--- src/sv/knn_ram.sv ---
module knn_ram #(
    parameter int WIDTH  = 16,
    parameter int ADDR_W = 8
) (
    input  logic              i_clk,
    input  logic              i_we,
    input  logic [ADDR_W-1:0] i_waddr,
    input  logic [WIDTH-1:0]  i_wdata,
    input  logic [ADDR_W-1:0] i_raddr,
    output logic [WIDTH-1:0]  o_rdata
);

    logic [WIDTH-1:0] r_mem [2**ADDR_W];
    logic [WIDTH-1:0] r_rdata;

    always_ff @(posedge i_clk) begin
        if (i_we) begin
            r_mem[i_waddr] <= i_wdata;
        end
        r_rdata <= r_mem[i_raddr];
    end

    assign o_rdata = r_rdata;

endmodule

--- config.mk ---
export PLATFORM = sky130hd
export DESIGN_NAME = knn_ram
export DESIGN_NICKNAME = d
export VERILOG_FILES = /design/src/sv/knn_ram.sv
export SDC_FILE = /design/constraint.sdc
export NUM_CORES = 2
export LEC_CHECK = 0
export BUFFER_PORTS_ARGS = -buffer_cell sky130_fd_sc_hd__buf_2
export CAP_MARGIN = 30
export CORE_ASPECT_RATIO = 1.75
export CORE_MARGIN = 1
export CORE_UTILIZATION = 61
export CTS_CLUSTER_SIZE = 14
export DETAILED_ROUTE_END_ITERATION = 8
export PLACE_DENSITY_LB_ADDON = 0.12
export SLEW_MARGIN = 10
export SYNTH_ARGS = -nofsm -noshare
export SYNTH_HDL_FRONTEND = slang
export SYNTH_SLANG_ARGS = --single-unit
--- constraint.sdc ---
create_clock -name i_clk -period 3.33 [get_ports i_clk]
set_input_delay 0.4995 -clock i_clk [delete_from_list [all_inputs] [get_ports i_clk]]
set_output_delay 0.4995 -clock i_clk [all_outputs]
set_load 0.05 [all_outputs]
==> results.py <==
metrics = {
    "job": {
        "drv_cap": 0,
    },
    "logic_synthesis": {
        "yosys_most_used_dff": "edfxtp_1",
        "synthTopCellsByCount": "edfxtp_1 (4096), mux4_2 (797), mux2i_1 (565)",
        "netlist_top_cells_area": "edfxtp_1 (77%), mux4_2 (11%), mux2i_1 (3.6%), o221ai_1 (1.4%), nor2_1 (0.72%)",
        "synthCells": 7360,
        "synth_fa_ha_area_frac": 0,
        "async_reset_ff_frac": 0,
        "synth_area_per_cell_um2": 21.56,
        "synth_most_common_cell": "edfxtp_1",
        "synthSimpleGateAreaFrac": 0.01574,
        "yosysWarnings": 0,
        "synth_top_area_frac": 0.7750,
        "netlist-cell-type-count": 52,
        "synth_nets": 7394,
        "synth-seq-cells": 4112,
        "synth_edf_count": 4096,
        "synth_top_cell_by_area": "edfxtp_1",
        "synth_xor_area_frac": 0,
        "synth_top_family_by_area": "multiplexers",
        "synth_compound_area_frac": 0.03537,
        "yosysSeqAreaShare": 0.7770,
        "synth_mux_area_frac": 0.1550,
        "synth_area_um2": 158700,
    },
    "sta": {
        "setup_viol": 0,
        "worst_pin_slew_ns": 1.244,
        "tns_ns": 0,
        "hold_viol": 0,
        "fin_skew_ns": 0.03648,
        "fin_crit_sh": 0.9743,
        "final_max_slew_viol_count": 0,
        "slew_headroom": 0.1704,
        "fin_crit_ns": 3.244,
        "rsz0062_at_grt": "false",
        "clock.fmax_mhz": 308.2,
    },
    "global_routing": {
        "overflow": 0,
        "antenna_found_initial": 15,
        "grt_use_total": 0.3273,
        "grt_pass1_wl_um": 601000,
        "grt_pass1_vias": 80936,
        "grt_start_max_net_pins": 136,
    },
    "detailed_routing": {
        "drt_iter0_markers": 8595,
        "detail_route.wl_per_cell_um": 36.22,
        "wirelength_um": 427100,
        "drc": 0,
        "vias": 80180,
        "drtPass1Iterations": 6,
        "ant_nets": 0,
        "drt-vias-per-instance": 6.799,
    },
    "power_and_ir_drop": {
        "powerDensity_nw_per_um2": 568.1,
        "power.total_mw": 102.0,
        "p_leak_nw": 57.94,
        "irDropWorstVdd_mv": 0.5111,
    },
    "floorplan": {
        "core_um2": 258700,
        "top_level_ports": 50,
        "num_rows": 247,
        "fp.dieH_um": 676.8,
        "start_util": 0.6136,
        "die-area_um2": 262300,
        "die_w_um": 387.6,
    },
    "critical_path": {
        "worst_ep_required_time_ns": 4.11,
        "cp-startpoint": "i_raddr[0]",
        "cp_slowest_cell": "a22oi_1",
        "cpPeakStageDelay_ns": 0.64,
        "cp.arrival_ns": 4.02,
        "cp-start-kind": "primary input",
        "r2r-start": "r_mem[15][10]",
        "cp_common_cell": "buf_12",
        "worstSetupPathType": "in -> reg",
        "crit_fanout": 39,
        "r2r_end": "o_rdata[10]",
        "ff2ff_setup_slack_ns": 0.26,
        "endpoint_kind": "flip-flop",
        "critPathCapture": "o_rdata[0]",
        "crit_chain": "buf_12, buf_12, buf_12, buf_12, buf_12, buf_4, mux2i_1, o221ai_1, o22ai_1, a22oi_1, nand3_1, nor4_1",
        "worstRegToRegCells": 7,
    },
    "clock_tree": {
        "htree_levels": 5,
        "cts_setup_buffers": 0,
        "cts_tree": "built",
        "root_buffer": "clkbuf_16",
        "cts_buffer_depth": 4,
        "cts.sinks": 4112,
        "clock_latency_ns": 0.90,
        "cts_buffers": 361,
        "clk_pin_slew_worst_paths_ns": 0.06,
    },
    "run_status": {
        "status": "completed",
    },
    "hold_path": {
        "hold_path_class": "in -> reg",
    },
    "final_layout": {
        "fin_util": 0.6943,
        "drive_gt1_frac": 0.2712,
        "area_growth_pct": 13.16,
        "nNetsFinal": 8229,
    },
    "placement": {
        "gp_congestion": 0.9829,
        "dpl.hpwl_um": 276900,
        "port_buffers": 49,
    },
}
==> critical path: cells and delay by family <==
family	cells	cell delay, ns
AO/OA/AOI/OAI	3	1.02
multiplexers	1	0.10
buffers and inverters	6	1.41
AND/OR/NAND/NOR	2	0.90
==> stage by stage <==
step	hold WS, ns	setup WS (ns)	instances	instance area [µm²]
after floorplan	0.5984	0.6655	7360	158700
after global placement	0.9507	-0.7287	11186	169000
after detailed placement	0.9604	-0.7214	11191	169000
after CTS	0.02589	0.2299	11787	179600
after global routing	0.04720	0.2111	11789	179600
final	0.04515	0.08561	11793	179600
==> layer usage <==
layer / GRT usage / vias to the layer above / share of wire / wire [µm]
li1: - / 32857 / - / -
met1: 0.3989 / 42306 / 0.34 / 145200
met2: 0.5530 / 4085 / 0.51 / 217600
met3: 0.04193 / 918 / 0.071 / 30360
met4: 0.2167 / 14 / 0.079 / 33860
met5: 0 / - / 0.00022 / 96
==> sequential cells by signal, indices dropped and copies added, names as in the netlist <==
signal   cells
o_rdata     16
r_mem     4096
==> cell type report <==
cell class / count / area, µm²
sequential: 4112 / 123300
fill: 15750 / 79070
multi-input combinational: 2792 / 32820
clock buffer: 491 / 9921
timing repair buffer: 924 / 8658
tap: 3361 / 4205
clock inverter: 104 / 638.1
inverter: 4 / 27.53
antenna: 5 / 12.51
==> worst min-delay path by stage <==
| stage | startpoint | end | slack (ns) | cells past startpoint |
|---|---|---|---|---|
| 2_1_floorplan | i_wdata[0] | r_mem[0][0] | 0.60 | 0 |
| 3_3_place_gp | i_wdata[7] | r_mem[158][7] | 0.95 | 1 |
| 3_5_place_dp | i_wdata[7] | r_mem[156][7] | 0.96 | 1 |
| 4_1_cts | i_wdata[14] | r_mem[68][14] | 0.03 | 1 |
| 5_1_grt | i_wdata[11] | r_mem[98][11] | 0.05 | 1 |
| 6_report | i_wdata[11] | r_mem[96][11] | 0.05 | 1 |
==> cells by family after synthesis <==
family,count (synthesis)
flops,4112
mux,1450
compound gates,786
simple gates,556
buf+inv,456
==> cell usage in the layout, fill, tap and decap left out, drive strengths merged, types with 38 or more instances in the layout <==
cell / count
a21oi: 175
a22oi: 43
buf: 923
clkbuf: 491
clkinv: 88
edfxtp: 4096
mux2: 88
mux2i: 565
mux4: 797
nand2: 38
nor2: 304
nor3: 92
o21ai: 38
o221ai: 253
o22ai: 148
==> power by group <==
| group | internal, mW | total, mW | switching [mW] |
|---|---|---|---|
| clock network | 21.1 | 38.9 | 17.7 |
| logic | 2.21 | 6.04 | 3.83 |
| registers | 57.0 | 57.1 | 0.0929 |
==> timing repair <==
action,in CTS,in global routing
setup endpoints to repair,0,1
gates resized for setup,0,1
hold endpoints to repair,2,0
hold buffers,1,0
(Power assumes the default switching activity.)
