$ cat src/sv/knn_pkg.sv
package knn_pkg;

    // Default sizes
    localparam int MAX_TRAIN_POINTS_D = 256;
    localparam int MAX_FEATURES_D     = 16;
    localparam int MAX_NEIGHBOURS_D   = 16;
    localparam int CLASS_COUNT_D      = 10;
    localparam int FEATURE_BITS_D     = 16;

    // Fixed field widths
    localparam int OP_W    = 2;
    localparam int LABEL_W = 4;
    localparam int CFG_W   = 5;
    localparam int VOTE_OW = 5;

    // Register reset values
    localparam logic [CFG_W-1:0] NEIGHBOURS_RST = 5'd5;
    localparam logic [CFG_W-1:0] FEATURES_RST   = 5'd4;

    // Register indexes
    localparam logic CFG_NEIGHBOURS = 1'b0;
    localparam logic CFG_FEATURES   = 1'b1;

    // Opcodes
    localparam logic [OP_W-1:0] OP_TRAIN = 2'd0;
    localparam logic [OP_W-1:0] OP_QUERY = 2'd1;
    localparam logic [OP_W-1:0] OP_CLEAR = 2'd2;
    localparam logic [OP_W-1:0] OP_NONE  = 2'd3;

    // Status codes
    localparam logic ST_PREDICT = 1'b0;
    localparam logic ST_REJECT  = 1'b1;

    // Tag that travels with each feature through the distance pipeline
    typedef struct packed {
        logic v;
        logic first;
        logic last;
    } t_tag;

    // Control of the neighbor chain
    typedef struct packed {
        logic clear;
        logic insert;
        logic shift;
    } t_chain_ctl;

endpackage

$ cat src/sv/knn_cell.sv
module knn_cell #(
    parameter int DIST_W = 37,
    parameter int IDX_W  = 8
) (
    input  logic                i_clk,
    input  logic                i_rst_n,
    input  knn_pkg::t_chain_ctl i_ctl,
    input  logic                i_en,
    input  logic [DIST_W-1:0]   i_cand_d,
    input  logic [IDX_W-1:0]    i_cand_idx,
    input  logic                i_prev_greater,
    input  logic                i_prev_v,
    input  logic [DIST_W-1:0]   i_prev_d,
    input  logic [IDX_W-1:0]    i_prev_idx,
    input  logic                i_next_v,
    input  logic [IDX_W-1:0]    i_next_idx,
    input  logic [DIST_W-1:0]   i_next_d,
    output logic                o_greater,
    output logic                o_v,
    output logic [DIST_W-1:0]   o_d,
    output logic [IDX_W-1:0]    o_idx
);

    logic              r_v;
    logic [DIST_W-1:0] r_d;
    logic [IDX_W-1:0]  r_idx;

    // An empty cell counts as farther than any candidate
    assign o_greater = !r_v || (r_d > i_cand_d);

    always_ff @(posedge i_clk) begin
        if (!i_rst_n || i_ctl.clear) begin
            r_v <= 1'b0;
        end else if (i_ctl.shift) begin
            r_v <= i_next_v;
        end else if (i_ctl.insert && i_en) begin
            if (i_prev_greater) begin
                r_v <= i_prev_v;
            end else if (o_greater) begin
                r_v <= 1'b1;
            end
        end
    end

    always_ff @(posedge i_clk) begin
        if (i_ctl.shift) begin
            r_d   <= i_next_d;
            r_idx <= i_next_idx;
        end else if (i_ctl.insert && i_en) begin
            if (i_prev_greater) begin
                r_d   <= i_prev_d;
                r_idx <= i_prev_idx;
            end else if (o_greater) begin
                r_d   <= i_cand_d;
                r_idx <= i_cand_idx;
            end
        end
    end

    assign o_v   = r_v;
    assign o_d   = r_d;
    assign o_idx = r_idx;

endmodule

$ cat config.mk
export PLATFORM = sky130hd
export DESIGN_NAME = knn_cell
export DESIGN_NICKNAME = d
export VERILOG_FILES = /design/src/sv/knn_pkg.sv /design/src/sv/knn_cell.sv
export SDC_FILE = /design/constraint.sdc
export NUM_CORES = 1
export LEC_CHECK = 0
export ABC_CLOCK_PERIOD_IN_PS = 6700
export BUFFER_PORTS_ARGS = -buffer_cell sky130_fd_sc_hd__buf_2
export CAP_MARGIN = 20
export CORE_MARGIN = 4
export CORE_UTILIZATION = 35
export CTS_CLUSTER_SIZE = 16
export DETAILED_ROUTE_END_ITERATION = 12
export PLACE_DENSITY = 0.66
export SYNTH_ARGS = -nofsm -noshare
export SYNTH_HDL_FRONTEND = slang
export SYNTH_SLANG_ARGS = --single-unit
$ cat constraint.sdc
create_clock -name i_clk -period 6.7 [get_ports i_clk]
set_clock_uncertainty 0.15 [all_clocks]
set_input_delay 1.34 -clock i_clk [delete_from_list [all_inputs] [get_ports i_clk]]
set_output_delay 1.34 -clock i_clk [all_outputs]
set_load 0.005 [all_outputs]
==> flow_summary_export.csv <==
group,metric,value,unit
cells_and_area,drive_above_1_share,39.1,%
clock_tree,cts-buffers-inserted,5,
cells_and_area,finalNetCount,704,
clock_tree,htree_levels,2,
cells_and_area,instances_no_fill,635,
timing,finalCriticalPeriod,4.67,ns
global_routing,grt_overflow_total,0,
drt,ant_nets,0,
synthesis,syn-mean-instance-area,9.73,um2
drt,wl_per_cell,14.0,um
clock_tree,clock_sinks,46,
drt,drt-total-wl,8900,um
global_routing,grt_use_total,15.8,%
synthesis,synth_cell_types,30,
clock_tree,cts_tree,"done",
clock_tree,hold_buffers,0,
placement,portBuffers,190,
timing,worstMarginPinSlew,0.795,ns
placement,routabilityCongestion,0.780,
drt,dr.pass1.iters,3,
setup_path,ff2ff_setup_slack,3.35,ns
min_path,worstHoldPathType,"flop to flop",
timing,slew_viol_final,0,
setup_path,crit_arrival,3.18,ns
clock_tree,worstSkewPairLatency,0.29,ns
synthesis,syn_inst,337,
global_routing,grt_max_degree,95,
synthesis,synth_ff_type,"edfxtp_1",
clock_tree,post_cts_buffers,0,
setup_path,cp_cell_sequence,"buf_2 > inv_1 > ha_1 > a21oi_2 > nand2_1 > a221o_1 > a211o_1 > a211oi_2 > o21ai_1 > buf_2",
drt,drt_iter0_markers,89,
setup_path,timing.critical_path.slowest_stage_cell,"a211oi_2",
power_and_ir_drop,power.density,164,nW/um2
synthesis,syn-num-nets,518,
setup_path,crit_top_cell,"buf_2",
clock_tree,ctsResizeCount,0,
die,die_h,105,um
job,drv_cap,0,
power_and_ir_drop,peakVddDrop,0.0000813,V
synthesis,synthArstFlopShare,0,%
synthesis,yosys-top-cells-area,"edfxtp_1 (41%), ha_1 (14%), mux2i_1 (14%)",
synthesis,yosysMostFrequentCell,"nand2_1",
setup_path,end_kind,"output pin",
cells_and_area,antennaDiodeCount,0,
outcome,status,"complete, no violations",
cells_and_area,fill_cells,918,
timing,hold_viol,0,
placement,dp_cells,626,
placement,dp_hpwl,7290,um
global_routing,grt_first_pass_wirelength,14400,um
die,core-area,9200,um2
clock_tree,root_buffer,"clkbuf_8",
synthesis,yosys-top-cells-count,"nand2_1 (54), o21ai_0 (48), edfxtp_1 (45), mux2i_1 (45), inv_1 (38)",
timing,relSlewSlack,47.0,%
global_routing,grt_pass1_vias,3099,
drt,vias,3095,
synthesis,ys_warn_count,0,
drt,vias_per_cell,4.87,
min_path,hold_path_startpoint,"o_v$_SDFFE_PP0P_",
die,io_pins,191,
timing,rsz0062_at_grt,"false",
setup_path,path_class,"primary input to output pin",
drt,drc,0,
synthesis,ys_seq_area_share,41.8,%
timing,fmax,214,MHz
die,die_w,105,um
die,initial_core_util,35.7,%
setup_path,r2r-start,"o_d[32]$_DFFE_PP_",
timing,min_period_over_period,69.8,%
setup_path,startpoint,"i_cand_d[19]",
timing,setup_viol,0,
timing,totalNegativeSetupSlack,0,ns
synthesis,synth_edf_count,45,
global_routing,grt_antenna_before_repair,0,
setup_path,crit_fanout,3,
clock_tree,cts_buffer_depth,2,
clock_tree,cts.clk_slew.worst_paths,0.08,ns
power_and_ir_drop,p_leak,2.34,nW
synthesis,yosysTopAreaCell,"edfxtp_1",
cells_and_area,area_growth,35.7,%
die,die_area,11000,um2
die,num_rows,35,
setup_path,start_kind,"primary input",
synthesis,synth_seq_cells,46,
synthesis,synth_top_cell_area_share,41.2,%
setup_path,worstPathRequired,5.21,ns
synthesis,syn-cell-area,3280,um2
setup_path,critical_path.max_stage_delay,0.36,ns
==> layer usage <==
layer | part of all wire (%) | wire length, um | GRT usage, %
met5 | 0 | 0 | 0
met1 | 41 | 3630 | 18.5
met2 | 50 | 4460 | 28.7
met4 | 1.3 | 117 | 3.84
met3 | 7.8 | 691 | 4.26
==> final cells by class <==
cell class	instances	area (um2)	area share, %
flip-flops and latches	46	1370	30.8
multi-input cells	238	1720	38.6
inverters	38	143	3.20
clock buffers	5	68.8	1.55
repair buffers	194	1000	22.5
clock inverters	3	11.3	0.253
well taps	111	139	3.12
==> stage by stage <==
step | total power [mW] | util [%] | hold WS, ns | area (um2) | setup WS (ns)
4_1_cts | 0.741 | 48.1 | 0.645 | 4430 | 1.98
5_1_grt | 0.789 | 48.4 | 0.709 | 4450 | 1.77
3_3_place_gp | 0.569 | 47.3 | 0.592 | 4350 | 1.99
6_report | 0.730 | 48.4 | 0.640 | 4450 | 2.03
2_1_floorplan | 0.475 | - | 0.538 | 3280 | 1.24
3_5_place_dp | 0.576 | 47.3 | 0.623 | 4350 | 1.93
==> where the power goes <==
part           leakage, nW  switching (mW)  internal (mW)
combinational         1.83           0.105          0.101
sequential           0.464          0.0127          0.349
clock               0.0407          0.0916         0.0699
==> critical path: cells and delay by family <==
kind	cells	cell delay, ns
AO/OA/AOI/OAI	5	1.19
adder cells (fa/ha/maj)	1	0.33
AND/OR/NAND/NOR	1	0.06
buffers and inverters	3	0.27
==> sequential cells by signal, indices dropped and copies added, names as in the netlist <==
signal / count
o_d: 37
o_idx: 8
o_v: 1
==> final timing paths <==
check,endpoint,depth (start not counted)
hold / removal,o_v$_SDFFE_PP0P_,4
setup / recovery,o_greater,10
setup reg to reg,o_d[35]$_DFFE_PP_,9
hold reg to reg,o_v$_SDFFE_PP0P_,4
==> cells in the final DEF (no fill, tap or decap) <==
cell	instances
buf_2	190
nand2_1	54
o21ai_0	48
mux2i_1	45
edfxtp_1	45
inv_1	38
ha_1	37
a21oi_1	16
nand4_1	7
nand3_1	5
clkbuf_8	5
nor2_1	4
nor3_1	4
clkinv_1	3
buf_4	3
o21ai_1	2
a221oi_1	2
nand4_2	1
nor4_4	1
a21o_1	1
a21oi_2	1
a221o_1	1
a211o_1	1
a211oi_1	1
and2_0	1
o221ai_1	1
a211oi_2	1
a31o_2	1
a31oi_4	1
and4b_1	1
nor3b_1	1
buf_16	1
dfxtp_1	1
==> cells by family after synthesis <==
kind of cell             Yosys count  share of synthesized area [%]
AO/OA/AOI/OAI                     77                           13.0
multiplexers                      45                           13.7
adder cells (fa/ha/maj)           37                           14.1
buffers and inverters             53                           6.25
flip-flops                        46                           41.8
AND/OR/NAND/NOR                   79                           11.1
(Power assumes the default switching activity.)
