## src/sv/knn_pkg.sv

```systemverilog
package knn_pkg;

    // Default sizes
    localparam int MAX_TRAIN_POINTS_D = 256;
    localparam int MAX_FEATURES_D     = 16;
    localparam int MAX_NEIGHBOURS_D   = 16;
    localparam int CLASS_COUNT_D      = 10;
    localparam int FEATURE_BITS_D     = 16;

    // Fixed field widths
    localparam int OP_W    = 2;
    localparam int LABEL_W = 4;
    localparam int CFG_W   = 5;
    localparam int VOTE_OW = 5;

    // Register reset values
    localparam logic [CFG_W-1:0] NEIGHBOURS_RST = 5'd5;
    localparam logic [CFG_W-1:0] FEATURES_RST   = 5'd4;

    // Register indexes
    localparam logic CFG_NEIGHBOURS = 1'b0;
    localparam logic CFG_FEATURES   = 1'b1;

    // Opcodes
    localparam logic [OP_W-1:0] OP_TRAIN = 2'd0;
    localparam logic [OP_W-1:0] OP_QUERY = 2'd1;
    localparam logic [OP_W-1:0] OP_CLEAR = 2'd2;
    localparam logic [OP_W-1:0] OP_NONE  = 2'd3;

    // Status codes
    localparam logic ST_PREDICT = 1'b0;
    localparam logic ST_REJECT  = 1'b1;

    // Tag that travels with each feature through the distance pipeline
    typedef struct packed {
        logic v;
        logic first;
        logic last;
    } t_tag;

    // Control of the neighbor chain
    typedef struct packed {
        logic clear;
        logic insert;
        logic shift;
    } t_chain_ctl;

endpackage

```

## src/sv/knn_dist.sv

```systemverilog
module knn_dist #(
    parameter int FEATURE_BITS = knn_pkg::FEATURE_BITS_D,
    parameter int DIST_W       = 37,
    parameter int IDX_W        = 8
) (
    input  logic                    i_clk,
    input  logic                    i_rst_n,
    input  knn_pkg::t_tag           i_tag,
    input  logic [IDX_W-1:0]        i_idx,
    input  logic [FEATURE_BITS-1:0] i_query,
    input  logic [FEATURE_BITS-1:0] i_train,
    output logic                    o_cand_v,
    output logic [DIST_W-1:0]       o_cand_d,
    output logic [IDX_W-1:0]        o_cand_idx,
    output logic                    o_busy
);

    localparam int DIFF_W = FEATURE_BITS + 1;
    localparam int SQ_W   = 2 * FEATURE_BITS;

    knn_pkg::t_tag            r_tag1, r_tag2;
    logic [IDX_W-1:0]         r_idx1, r_idx2, r_cand_idx;
    logic signed [DIFF_W-1:0] r_diff;
    logic [SQ_W-1:0]          r_sq;
    logic [DIST_W-1:0]        r_acc, r_cand_d;
    logic                     r_cand_v;
    logic signed [2*DIFF_W-1:0] w_prod;
    logic [DIST_W-1:0]        w_sum;

    assign w_prod = r_diff * r_diff;
    assign w_sum  = (r_tag2.first ? '0 : r_acc) + DIST_W'(r_sq);

    // Control: tags and candidate valid
    always_ff @(posedge i_clk) begin
        if (!i_rst_n) begin
            r_tag1   <= '0;
            r_tag2   <= '0;
            r_cand_v <= 1'b0;
        end else begin
            r_tag1   <= i_tag;
            r_tag2   <= r_tag1;
            r_cand_v <= r_tag2.v && r_tag2.last;
        end
    end

    // Datapath: difference, square, running sum
    always_ff @(posedge i_clk) begin
        r_diff <= $signed({i_query[FEATURE_BITS-1], i_query})
                - $signed({i_train[FEATURE_BITS-1], i_train});
        r_idx1 <= i_idx;
        r_sq   <= SQ_W'(w_prod);
        r_idx2 <= r_idx1;
        if (r_tag2.v) begin
            r_acc <= w_sum;
        end
        r_cand_d   <= w_sum;
        r_cand_idx <= r_idx2;
    end

    assign o_cand_v   = r_cand_v;
    assign o_cand_d   = r_cand_d;
    assign o_cand_idx = r_cand_idx;
    assign o_busy     = i_tag.v || r_tag1.v || r_tag2.v || r_cand_v;

endmodule

```

## config.mk

```make
export PLATFORM = sky130hd
export DESIGN_NAME = knn_dist
export DESIGN_NICKNAME = d
export VERILOG_FILES = /design/src/sv/knn_pkg.sv /design/src/sv/knn_dist.sv
export SDC_FILE = /design/constraint.sdc
export NUM_CORES = 1
export LEC_CHECK = 0
export BUFFER_PORTS_ARGS = -buffer_cell sky130_fd_sc_hd__buf_2
export CAP_MARGIN = 15
export CELL_PAD_IN_SITES_DETAIL_PLACEMENT = 1
export CELL_PAD_IN_SITES_GLOBAL_PLACEMENT = 1
export CORE_UTILIZATION = 35
export CTS_BUF_LIST = sky130_fd_sc_hd__clkbuf_4 sky130_fd_sc_hd__clkbuf_8 sky130_fd_sc_hd__clkbuf_16
export CTS_CLUSTER_DIAMETER = 200
export DETAILED_ROUTE_END_ITERATION = 12
export PLACE_DENSITY_LB_ADDON = 0.3
export SETUP_SLACK_MARGIN = 0.15
export SYNTH_ARGS = -nofsm -noshare
export SYNTH_HDL_FRONTEND = slang
export SYNTH_SLANG_ARGS = --single-unit
```

## constraint.sdc

```tcl
create_clock -name i_clk -period 8.15 [get_ports i_clk]
set_input_delay 0.4075 -clock i_clk [delete_from_list [all_inputs] [get_ports i_clk]]
set_output_delay 0.4075 -clock i_clk [all_outputs]
set_load 0.03 [all_outputs]
```

==> metrics.cfg <==
[status]
status = finished clean

[sta]
rsz0062_at_grt = no
fmax_mhz = 145.8
finalClockSkew_ps = 14.32
tightest_slew_ps = 1086
fin_tns_setup_ps = 0
finalSetupViolCount = 0
relSlewSlack_pct = 27.62
finalHoldViolCount = 0
period_minus_slack_ps = 6857
period_share_pct = 84.13
slew_viol_final = 0

[drt]
viasPerCell = 4.666
dr.pass1.iters = 4
drt_iter0_drc = 361
post_drt_wl_per_cell_um = 15.84
vias = 10470
drtAntennaViolNets = 0
drc_errors = 0
wl_um = 35540

[floorplanning]
coreArea_um2 = 43460
ios = 92
die-area_um2 = 45330
chipHeight_um = 212.9
die_w_um = 212.9
start_util_pct = 35.83
rows = 76

[global_route]
grt_pass1_wl_um = 59810
antenna_found_initial = 0
grt_max_degree = 40
grt_use_total_pct = 17.05
overflow = 0
grt_pass1_vias = 11980

[critical_path]
critPathCaptureType = register
reg2reg_from = r_diff[5]
worstSetupPathType = register to register
cp.depth = 22
crit_chain = nand2_1 -> fa_1 -> inv_1 -> fa_1 -> inv_1 -> fa_1 -> inv_1 -> fa_1 -> fa_1 -> inv_1 -> fa_1 -> inv_1 -> ha_1 -> a21o_1 -> a21oi_2 -> o21ai_1 -> a221o_1 -> a41oi_4 -> o21ai_2 -> or4b_1 -> a31oi_1 -> xnor2_1
critPathLaunchType = register
worst_path_dominant_cell_family = adder cells
cpPeakStageDelay_ps = 850
reg2reg_to = r_sq[31]
r2r_slack_ps = 1290
cp-startpoint = r_diff[5]
crit_fanout = 19
critPathBufInv = 5
critPathSlowestCell = dfxtp_1
r2r_cells = 22
critPathArrivalTime_ps = 7190
crit_end = r_sq[31]
path_common_cell = fa_1
required_ps = 8480

[layout]
final_nets = 2078
fillers = 4977
area_growth_syn_to_layout_pct = 11.16
drive_above_1_share_pct = 9.107
diodes = 0

[synth]
synthFlopType = dfxtp_1
synth_area_um2 = 15570
synth_edf_count = 37
synth_top_cell_area_share_pct = 33.05
async_flop_share_pct = 0
synth_area_leaders = fa_1 (33%), dfxtp_1 (15%), ha_1 (11%)
yosysSeqAreaShare_pct = 22.05
syn_avg_cell_area_um2 = 9.993
synth_nets = 1991
synth_cells = 1558
synthDistinctLibCells = 64
synth_seq_cells = 153
yosys_warnings = 0
yosys.area.top_type = fa_1

[cts]
clk_path_buf_depth = 2
holdBufCountCts = 0
cts_sinks = 153
path_clk_slew_ps = 70
clk_latency_ps = 460
cts_setup_buffers = 0
cts_tree = done
root_buffer = clkbuf_16
cts_made_buffers = 17
cts_max_level = 4
cts-resized-gates = 0

[run]
maxCapViolations = 0

[worst_hold_path]
holdCritStartpoint = i_idx[7]
hp-class = input pin to register

[placed_design]
io_buffers = 91
dp_hpwl_um = 29920
place_congestion = 0.8221

## cells in the mapped netlist, types with 15 or more instances
| master | instances |
|---|---|
| nor2b_1 | 54 |
| xnor2_1 | 62 |
| nand2_1 | 97 |
| o21ai_0 | 30 |
| nor2_1 | 50 |
| edfxtp_1 | 37 |
| clkbuf_1 | 28 |
| nand3_1 | 15 |
| and2_1 | 66 |
| xor2_1 | 24 |
| dfxtp_1 | 116 |
| ha_1 | 131 |
| a21oi_1 | 53 |
| inv_1 | 367 |
| fa_1 | 257 |
| a21o_1 | 24 |
| nand2b_1 | 20 |
## worst reg2reg max path, delay by kind of cell, from the launching register on
kind | cells | cell delay, ps
flip-flops | 1 | 850
buffers and inverters | 5 | 280
adder cells (fa/ha/maj) | 7 | 3410
AND/OR/NAND/NOR | 2 | 650
AO/OA/AOI/OAI | 7 | 1440
XOR/XNOR | 1 | 90
## metal layers
layer	global-route usage (%)	part of all wire (%)
met3	2.486	2.7
met5	0	0
met4	6.301	2.5
met2	29.46	48
met1	21.51	47
## registers in the layout (all words and copies together), names as in the netlist
register	flops
o_cand_d	37
r_acc	37
r_sq	31
r_diff	17
o_cand_idx	8
r_idx1	8
r_idx2	8
r_tag1	3
r_tag2	3
o_cand_v	1
## worst min-delay path by stage
stage                         end  cells past startpoint
detailed placement  o_cand_idx[3]                      0
finish                  r_idx1[7]                      1
floorplan           o_cand_idx[0]                      0
global route            r_idx1[3]                      1
global placement    o_cand_idx[5]                      0
CTS                     r_idx1[7]                      1
## placed cells by master, fill, tap and decap left out, types with 7 or more instances in the layout
| cell type | synthesis | routed |
|---|---|---|
| inv_1 | 367 | 367 |
| fa_1 | 257 | 257 |
| ha_1 | 131 | 131 |
| dfxtp_1 | 116 | 115 |
| nand2_1 | 97 | 97 |
| buf_2 | 0 | 91 |
| and2_1 | 66 | 66 |
| xnor2_1 | 62 | 62 |
| nor2b_1 | 54 | 54 |
| a21oi_1 | 53 | 53 |
| nor2_1 | 50 | 50 |
| edfxtp_1 | 37 | 37 |
| o21ai_0 | 30 | 30 |
| xor2_1 | 24 | 24 |
| a21o_1 | 24 | 24 |
| nand2b_1 | 20 | 20 |
| clkbuf_16 | 0 | 18 |
| nand3_1 | 15 | 15 |
| and3_1 | 13 | 13 |
| nor3_1 | 12 | 12 |
| o21a_1 | 9 | 9 |
| a211o_1 | 7 | 7 |
## area by class of cell
type | instances | area [µm²] | share of cell area [%]
clock inverters | 14 | 166.4 | 0.9615
inverters | 367 | 1378 | 7.960
multi-input cells | 1010 | 10650 | 61.55
well taps | 585 | 732.0 | 4.229
repair buffers | 96 | 493.0 | 2.848
clock buffers | 18 | 450.4 | 2.603
flip-flops and latches | 153 | 3435 | 19.85
## cells by family (layout without fill, tap and decap cells)
logic type	after synthesis	after routing	synth area share [%]
XOR/XNOR	86	86	4.838
AND/OR/NAND/NOR	347	347	11.52
AO/OA/AOI/OAI	184	184	8.149
adder cells (fa/ha/maj)	388	388	43.57
multiplexers	5	5	0.3375
flip-flops	153	153	22.05
buffers and inverters	395	495	9.523
## metrics by stage
stage / cells / utilization, % / instance area [µm²] / hold slack (ps) / worst slack [ps]
after detailed placement: 2211 / 38.41 / 16690 / 313.2 / 1331
after CTS: 2243 / 39.82 / 17310 / 13.64 / 1287
after floorplan: 1558 / - / 15570 / 309.6 / 1706
final: 2243 / 39.82 / 17310 / 44.78 / 1293
after global routing: 2243 / 39.82 / 17310 / 22.48 / 929.7
after global placement: 2211 / 38.41 / 16690 / 310.3 / 1476
Power is left out: the tool's default activity adds up to more than one toggle a clock period on the data nets, which glitch-free logic cannot reach.
